[src/rtl/sitda_pkg.sv]
// shared constants for the signed integer to decimal text converter
package sitda_pkg;

  localparam int DEFAULT_VALUE_WIDTH = 32;

  localparam int CHAR_WIDTH      = 6;
  localparam int OUT_TDATA_WIDTH = 8;

  localparam logic [CHAR_WIDTH-1:0] CH_ZERO  = 6'd48;
  localparam logic [CHAR_WIDTH-1:0] CH_MINUS = 6'd45;
  localparam logic [CHAR_WIDTH-1:0] CH_NINE  = 6'd57;

  localparam logic [3:0] BCD_ADJ_LIMIT = 4'd5;
  localparam logic [3:0] BCD_ADJ_ADD   = 4'd3;

endpackage

[src/rtl/signed_int_to_decimal_ascii.sv]
// signed integer to decimal ascii text, bit-serial double dabble then digit emission
//
// Input stream s_axis: one request carries one two's complement value in the low
// VALUE_WIDTH bits of tdata. Output stream m_axis: one character per transfer,
// '-' first for negative values, then the decimal digits with no leading zeros;
// tlast marks the final character of each number. Zero gives a single '0'.
//
// Timing: the magnitude is shifted into a BCD register one bit per cycle.
// Then, after the '-' when negative, the BCD register is shifted out one
// digit per cycle, skipping leading zeros, while the receiver is not stalling.
// The next value is accepted as soon as the last character is in the output
// register, while that character still waits to be taken.
//
// Reset clears the control state and drops any pending character. When the
// receiver stalls, the output register holds its character and the digit
// sequencer waits; no character is lost or repeated.
module signed_int_to_decimal_ascii #(
  parameter int VALUE_WIDTH = sitda_pkg::DEFAULT_VALUE_WIDTH
) (
  input  logic clk,
  input  logic rst,
  input  logic s_axis_tvalid,
  output logic s_axis_tready,
  // value
  input  logic [((VALUE_WIDTH+7)/8)*8-1:0] s_axis_tdata,
  output logic m_axis_tvalid,
  input  logic m_axis_tready,
  // character, then zero fill
  output logic [sitda_pkg::OUT_TDATA_WIDTH-1:0] m_axis_tdata,
  output logic m_axis_tlast
);

  localparam int NDIG      = ((VALUE_WIDTH - 1) * 30103) / 100000 + 1;
  localparam int BCD_W     = NDIG * 4;
  localparam int BIT_CNT_W = $clog2(VALUE_WIDTH);
  localparam int DIG_CNT_W = $clog2(NDIG + 1);
  localparam int CW        = sitda_pkg::CHAR_WIDTH;

  typedef enum logic [2:0] {
    ST_IDLE,
    ST_CONV,
    ST_SIGN,
    ST_SKIP,
    ST_EMIT
  } state_t;

  state_t                 state;
  logic [VALUE_WIDTH-1:0] mag;
  logic [BCD_W-1:0]       bcd;
  logic [BIT_CNT_W-1:0]   bit_cnt;
  logic [DIG_CNT_W-1:0]   dig_cnt;
  logic                   negative;
  logic [CW-1:0]          character;

  logic [VALUE_WIDTH-1:0] raw;
  logic                   raw_neg;
  logic [VALUE_WIDTH-1:0] mag_in;
  logic [BCD_W-1:0]       bcd_adj;
  logic [3:0]             top_digit;
  logic                   out_free;
  logic                   out_load;

  assign raw       = s_axis_tdata[VALUE_WIDTH-1:0];
  assign raw_neg   = raw[VALUE_WIDTH-1];
  // magnitude taken unsigned, so the most negative value needs no special path
  assign mag_in    = raw_neg ? (~raw + {{(VALUE_WIDTH-1){1'b0}}, 1'b1}) : raw;
  assign top_digit = bcd[BCD_W-1 -: 4];
  assign out_free  = !m_axis_tvalid || m_axis_tready;
  assign out_load  = out_free && (state == ST_SIGN || state == ST_EMIT);

  assign s_axis_tready = (state == ST_IDLE);
  assign m_axis_tdata  = {{(sitda_pkg::OUT_TDATA_WIDTH-CW){1'b0}}, character};

  // add-3 on every digit of five or more before the next shift
  always_comb begin
    for (int i = 0; i < NDIG; i++) begin
      if (bcd[i*4 +: 4] >= sitda_pkg::BCD_ADJ_LIMIT) begin
        bcd_adj[i*4 +: 4] = bcd[i*4 +: 4] + sitda_pkg::BCD_ADJ_ADD;
      end else begin
        bcd_adj[i*4 +: 4] = bcd[i*4 +: 4];
      end
    end
  end

  always_ff @(posedge clk) begin
    if (rst) begin
      state         <= ST_IDLE;
      m_axis_tvalid <= 1'b0;
      m_axis_tlast  <= 1'b0;
      bit_cnt       <= '0;
      dig_cnt       <= '0;
      negative      <= 1'b0;
    end else begin
      if (out_load) begin
        m_axis_tvalid <= 1'b1;
      end else if (m_axis_tready) begin
        m_axis_tvalid <= 1'b0;
      end
      case (state)
        ST_IDLE: begin
          if (s_axis_tvalid) begin
            mag      <= mag_in;
            negative <= raw_neg;
            bcd      <= '0;
            bit_cnt  <= BIT_CNT_W'(VALUE_WIDTH - 1);
            dig_cnt  <= DIG_CNT_W'(NDIG);
            state    <= ST_CONV;
          end
        end
        ST_CONV: begin
          bcd     <= {bcd_adj[BCD_W-2:0], mag[VALUE_WIDTH-1]};
          mag     <= {mag[VALUE_WIDTH-2:0], 1'b0};
          bit_cnt <= bit_cnt - 1'b1;
          if (bit_cnt == '0) begin
            state <= negative ? ST_SIGN : ST_SKIP;
          end
        end
        ST_SIGN: begin
          if (out_free) begin
            character     <= sitda_pkg::CH_MINUS;
            m_axis_tlast  <= 1'b0;
            state         <= ST_SKIP;
          end
        end
        ST_SKIP: begin
          // drop leading zeros, keeping at least one digit
          if (top_digit == 4'd0 && dig_cnt != DIG_CNT_W'(1)) begin
            bcd     <= {bcd[BCD_W-5:0], 4'd0};
            dig_cnt <= dig_cnt - 1'b1;
          end else begin
            state <= ST_EMIT;
          end
        end
        ST_EMIT: begin
          if (out_free) begin
            character     <= sitda_pkg::CH_ZERO + {{(CW-4){1'b0}}, top_digit};
            m_axis_tlast  <= (dig_cnt == DIG_CNT_W'(1));
            bcd           <= {bcd[BCD_W-5:0], 4'd0};
            dig_cnt       <= dig_cnt - 1'b1;
            if (dig_cnt == DIG_CNT_W'(1)) begin
              state <= ST_IDLE;
            end
          end
        end
        default: begin
          state <= ST_IDLE;
        end
      endcase
    end
  end

  a_char_range: assert property (@(posedge clk) disable iff (rst)
    m_axis_tvalid |-> (character == sitda_pkg::CH_MINUS ||
                       (character >= sitda_pkg::CH_ZERO && character <= sitda_pkg::CH_NINE)))
    else $error("character outside the decimal text set");

  a_minus_not_last: assert property (@(posedge clk) disable iff (rst)
    (m_axis_tvalid && character == sitda_pkg::CH_MINUS) |-> !m_axis_tlast)
    else $error("minus sign flagged as last character");

  a_accept_starts_conv: assert property (@(posedge clk) disable iff (rst)
    (s_axis_tvalid && s_axis_tready) |=> (state == ST_CONV))
    else $error("accepted value did not start conversion");

  a_digits_left: assert property (@(posedge clk) disable iff (rst)
    (state == ST_SKIP || state == ST_EMIT) |-> (dig_cnt != '0))
    else $error("digit sequencer ran out of digits");

  a_no_output_in_conv: assert property (@(posedge clk) disable iff (rst)
    (state == ST_CONV) |=> !$rose(m_axis_tvalid))
    else $error("character produced during conversion");

endmodule
[config.mk]
export PLATFORM = sky130hd
export DESIGN_NAME = signed_int_to_decimal_ascii
export DESIGN_NICKNAME = d
export VERILOG_FILES = /design/src/rtl/sitda_pkg.sv /design/src/rtl/signed_int_to_decimal_ascii.sv
export SDC_FILE = /design/constraint.sdc
export NUM_CORES = 1
export LEC_CHECK = 0
export BUFFER_PORTS_ARGS = -buffer_cell sky130_fd_sc_hd__buf_4
export CORE_ASPECT_RATIO = 0.5
export CORE_MARGIN = 4
export CORE_UTILIZATION = 37
export DETAILED_ROUTE_END_ITERATION = 16
export SLEW_MARGIN = 10
export SYNTH_ARGS = -nofsm -noshare
export SYNTH_HDL_FRONTEND = slang
export SYNTH_SLANG_ARGS = --single-unit
[constraint.sdc]
create_clock -name clk -period 7.9 [get_ports clk]
set_clock_uncertainty 0.15 [all_clocks]
set_input_delay 0.79 -clock clk [delete_from_list [all_inputs] [get_ports clk]]
set_output_delay 0.79 -clock clk [all_outputs]
set_load 0.01 [all_outputs]
==> results.py <==
metrics = {
    "synthesis": {
        "synth_ff_type": "edfxtp_1",
        "ys_warn_count": 0,
        "synth_area_leader_cell": "edfxtp_1",
        "yosys.area.top_type_share": 0.415,
        "synth_area_leaders": "edfxtp_1 41%, o21ai_0 5.7%, dfxtp_1 5.4%",
        "syn_inst": 570,
        "netlist-cell-type-count": 57,
        "ys_seq_area_frac": 0.469,
        "synth_common_cells": "77 x edfxtp_1, 68 x nand2_1, 63 x o21ai_0, 45 x nor2_1, 40 x a21oi_1",
        "synth_area_um2": 5570,
        "synth.most_common_cell": "edfxtp_1",
        "synth_edf_count": 77,
        "ys_ff_latch": 92,
        "syn_avg_cell_area_um2": 9.78,
        "ys_async_sr_fraction": 0,
    },
    "sta": {
        "worst_slew_pin_slew_ns": 1.13,
        "relSlewSlack": 0.247,
        "fin_crit_ns": 2.87,
        "period_share": 0.364,
        "rsz0062_at_grt": "no",
        "slew_viol_final": 0,
        "tns_ns": 0,
        "clock.fmax_mhz": 348,
        "hold_viol_final": 0,
        "setup_viol": 0,
    },
    "cts": {
        "cts_resized": 0,
        "clkTransAtPathRegs_ns": 0.06,
        "cts-root-buf": "clkbuf_16",
        "cts_buffers": 9,
        "cts_tree": "yes",
        "insertion_delay_ns": 0.35,
        "cts_hold_buf": 0,
        "cts_htree_levels": 3,
        "cts_setup_buffers": 0,
        "clock_path_buffers": 2,
        "clock_sinks": 92,
    },
    "worst_setup_path": {
        "arrival_ns": 2.69,
        "cp_slowest_stage_delay_ns": 0.85,
        "path_class": "reg2reg",
        "cp_cell_sequence": "or3b_2 > inv_1 > a2bb2oi_1 > nor2_4",
        "required_ns": 7.71,
        "worstPathMaxFanout": 40,
        "crit_slowest_cell": "nor2_4",
        "cp-start-kind": "flop",
        "endpoint_kind": "flop",
    },
    "floorplanning": {
        "core-area_um2": 14600,
        "rows": 31,
        "dieWidth_um": 182,
        "pin_count": 47,
        "die_h_um": 94.8,
        "initial_core_util": 0.381,
        "die_area_um2": 17200,
    },
    "layout": {
        "nFillCells": 1421,
        "fin_cells": 806,
        "drive_gt1_frac": 0.137,
        "finalNetCount": 663,
        "area_delta_synth_final_pct": 14.0,
        "diodes": 0,
    },
    "route": {
        "wl_per_cell_um": 14.1,
        "ant_nets": 0,
        "drc": 0,
        "drt-pass1-iter-count": 4,
        "detail_route.iter0.violations": 228,
        "viasPerCell": 5.18,
        "vias": 4174,
        "wirelength_um": 11300,
    },
    "grt": {
        "antenna_found_initial": 0,
        "grt_pass1_wl_um": 19300,
        "track_usage": 0.136,
        "grt_pass1_vias": 4017,
        "grt-ovfl-total": 0,
        "grt_max_degree": 52,
    },
    "power": {
        "ir_drop_mv": 0.101,
        "fin_total_pwr_mw": 1.36,
        "leakage_nw": 2.33,
        "power_density_nw_per_um2": 213,
    },
    "placement": {
        "gp_congestion": 0.782,
        "post-dp-hpwl_um": 7620,
        "post-place-cells": 790,
        "io_buffers": 43,
    },
    "status": {
        "status": "complete, no violations",
    },
    "job": {
        "drv_cap": 0,
    },
    "hold_path": {
        "hold_class": "reg2reg",
    },
}
## worst max-delay path, delay by kind of cell (launching register included)
kind                   cells  cell delay, ns
AOI/OAI and AO/OA          1            0.11
and+or+nand+nor            2            1.40
buffers and inverters      1            0.14
DFF                        1            0.67
## routing by layer
layer	up-vias	GRT usage	wire length, um
li1	2111	-	-
met1	1975	0.184	5800
met2	77	0.222	5000
met3	11	0.0316	422
met4	0	0.0393	131
met5	-	0	0
## sequential cells by signal, summed over array words and instances (netlist names)
register       count
mag               32
bit_cnt            5
m_axis_tlast       1
state              3
dig_cnt            4
character          5
negative           1
bcd               40
m_axis_tvalid      1
## through the flow
stage / instance area [um^2] / utilization / setup WS (ns) / hold WS (ns)
after floorplan: 5580 / - / 4.39 / 0.279
after global placement: 6070 / 0.415 / 4.83 / 0.301
final: 6350 / 0.435 / 5.03 / 0.315
after detailed placement: 6070 / 0.415 / 4.74 / 0.313
after global routing: 6350 / 0.435 / 4.77 / 0.350
after CTS: 6350 / 0.435 / 4.98 / 0.322
## logic make-up after synthesis
kind of cell,count (synthesis),share of synthesized area
simple gates,191,0.179
compound gates,156,0.172
flops,92,0.469
buf+inv,55,0.0424
xor+xnor,46,0.0723
fa+ha+maj,24,0.0539
mux,4,0.0103
other cells,2,0.00135
## layout make-up
| cell class | instances | area (um^2) | share of cell area |
|---|---|---|---|
| inverters | 29 | 109 | 0.0171 |
| multi-input cells | 424 | 2740 | 0.432 |
| well taps | 198 | 248 | 0.0390 |
| clock buffers | 12 | 268 | 0.0421 |
| flip-flops and latches | 92 | 2610 | 0.411 |
| repair buffers | 47 | 353 | 0.0555 |
| clock inverters | 4 | 21.3 | 0.00335 |
## report_power, final
group | internal [mW] | leakage [nW] | switching (mW)
registers | 0.606 | 0.861 | 0.0440
clock network | 0.240 | 0.148 | 0.183
logic | 0.117 | 1.32 | 0.167
## cell usage in the layout (no fill, tap or decap), types with 2 or more instances in the layout
master      n
nor3b_1    15
or3_1       4
nor4_2      2
o31ai_1    18
o21ai_0    63
a31oi_1     2
or3b_2      3
xnor2_1    14
nor2_1     43
edfxtp_1   77
a21oi_1    40
inv_1      29
or2_2       4
a2bb2oi_1   2
mux2i_1     2
a22o_1      9
nand2b_1   12
nand2_1    68
nor4b_1     2
and2_1      2
a211oi_1    4
nor3_1      9
clkinv_2    3
nor4_1      2
conb_1      3
clkbuf_16  10
or4_1       2
o41ai_1     8
a22oi_1     3
buf_4      47
nand3_1     4
nor2b_1     6
dfxtp_1    15
or3_4       2
xor2_1     32
ha_1       24
## worst paths after layout
check | depth (start not counted) | end | start | slack, ns
worst max-delay path | 4 | bcd[11]$_DFFE_PP_ | state[2]$_SDFFE_PP0P_ | 5.03
worst min-delay path | 1 | bit_cnt[3]$_SDFFE_PP0P_ | bit_cnt[3]$_SDFFE_PP0P_ | 0.32
worst max register to register | 4 | bcd[11]$_DFFE_PP_ | state[2]$_SDFFE_PP0P_ | 5.03
worst min register to register | 1 | bit_cnt[3]$_SDFFE_PP0P_ | bit_cnt[3]$_SDFFE_PP0P_ | 0.32
Note: power is estimated with default switching activity, not from simulation.
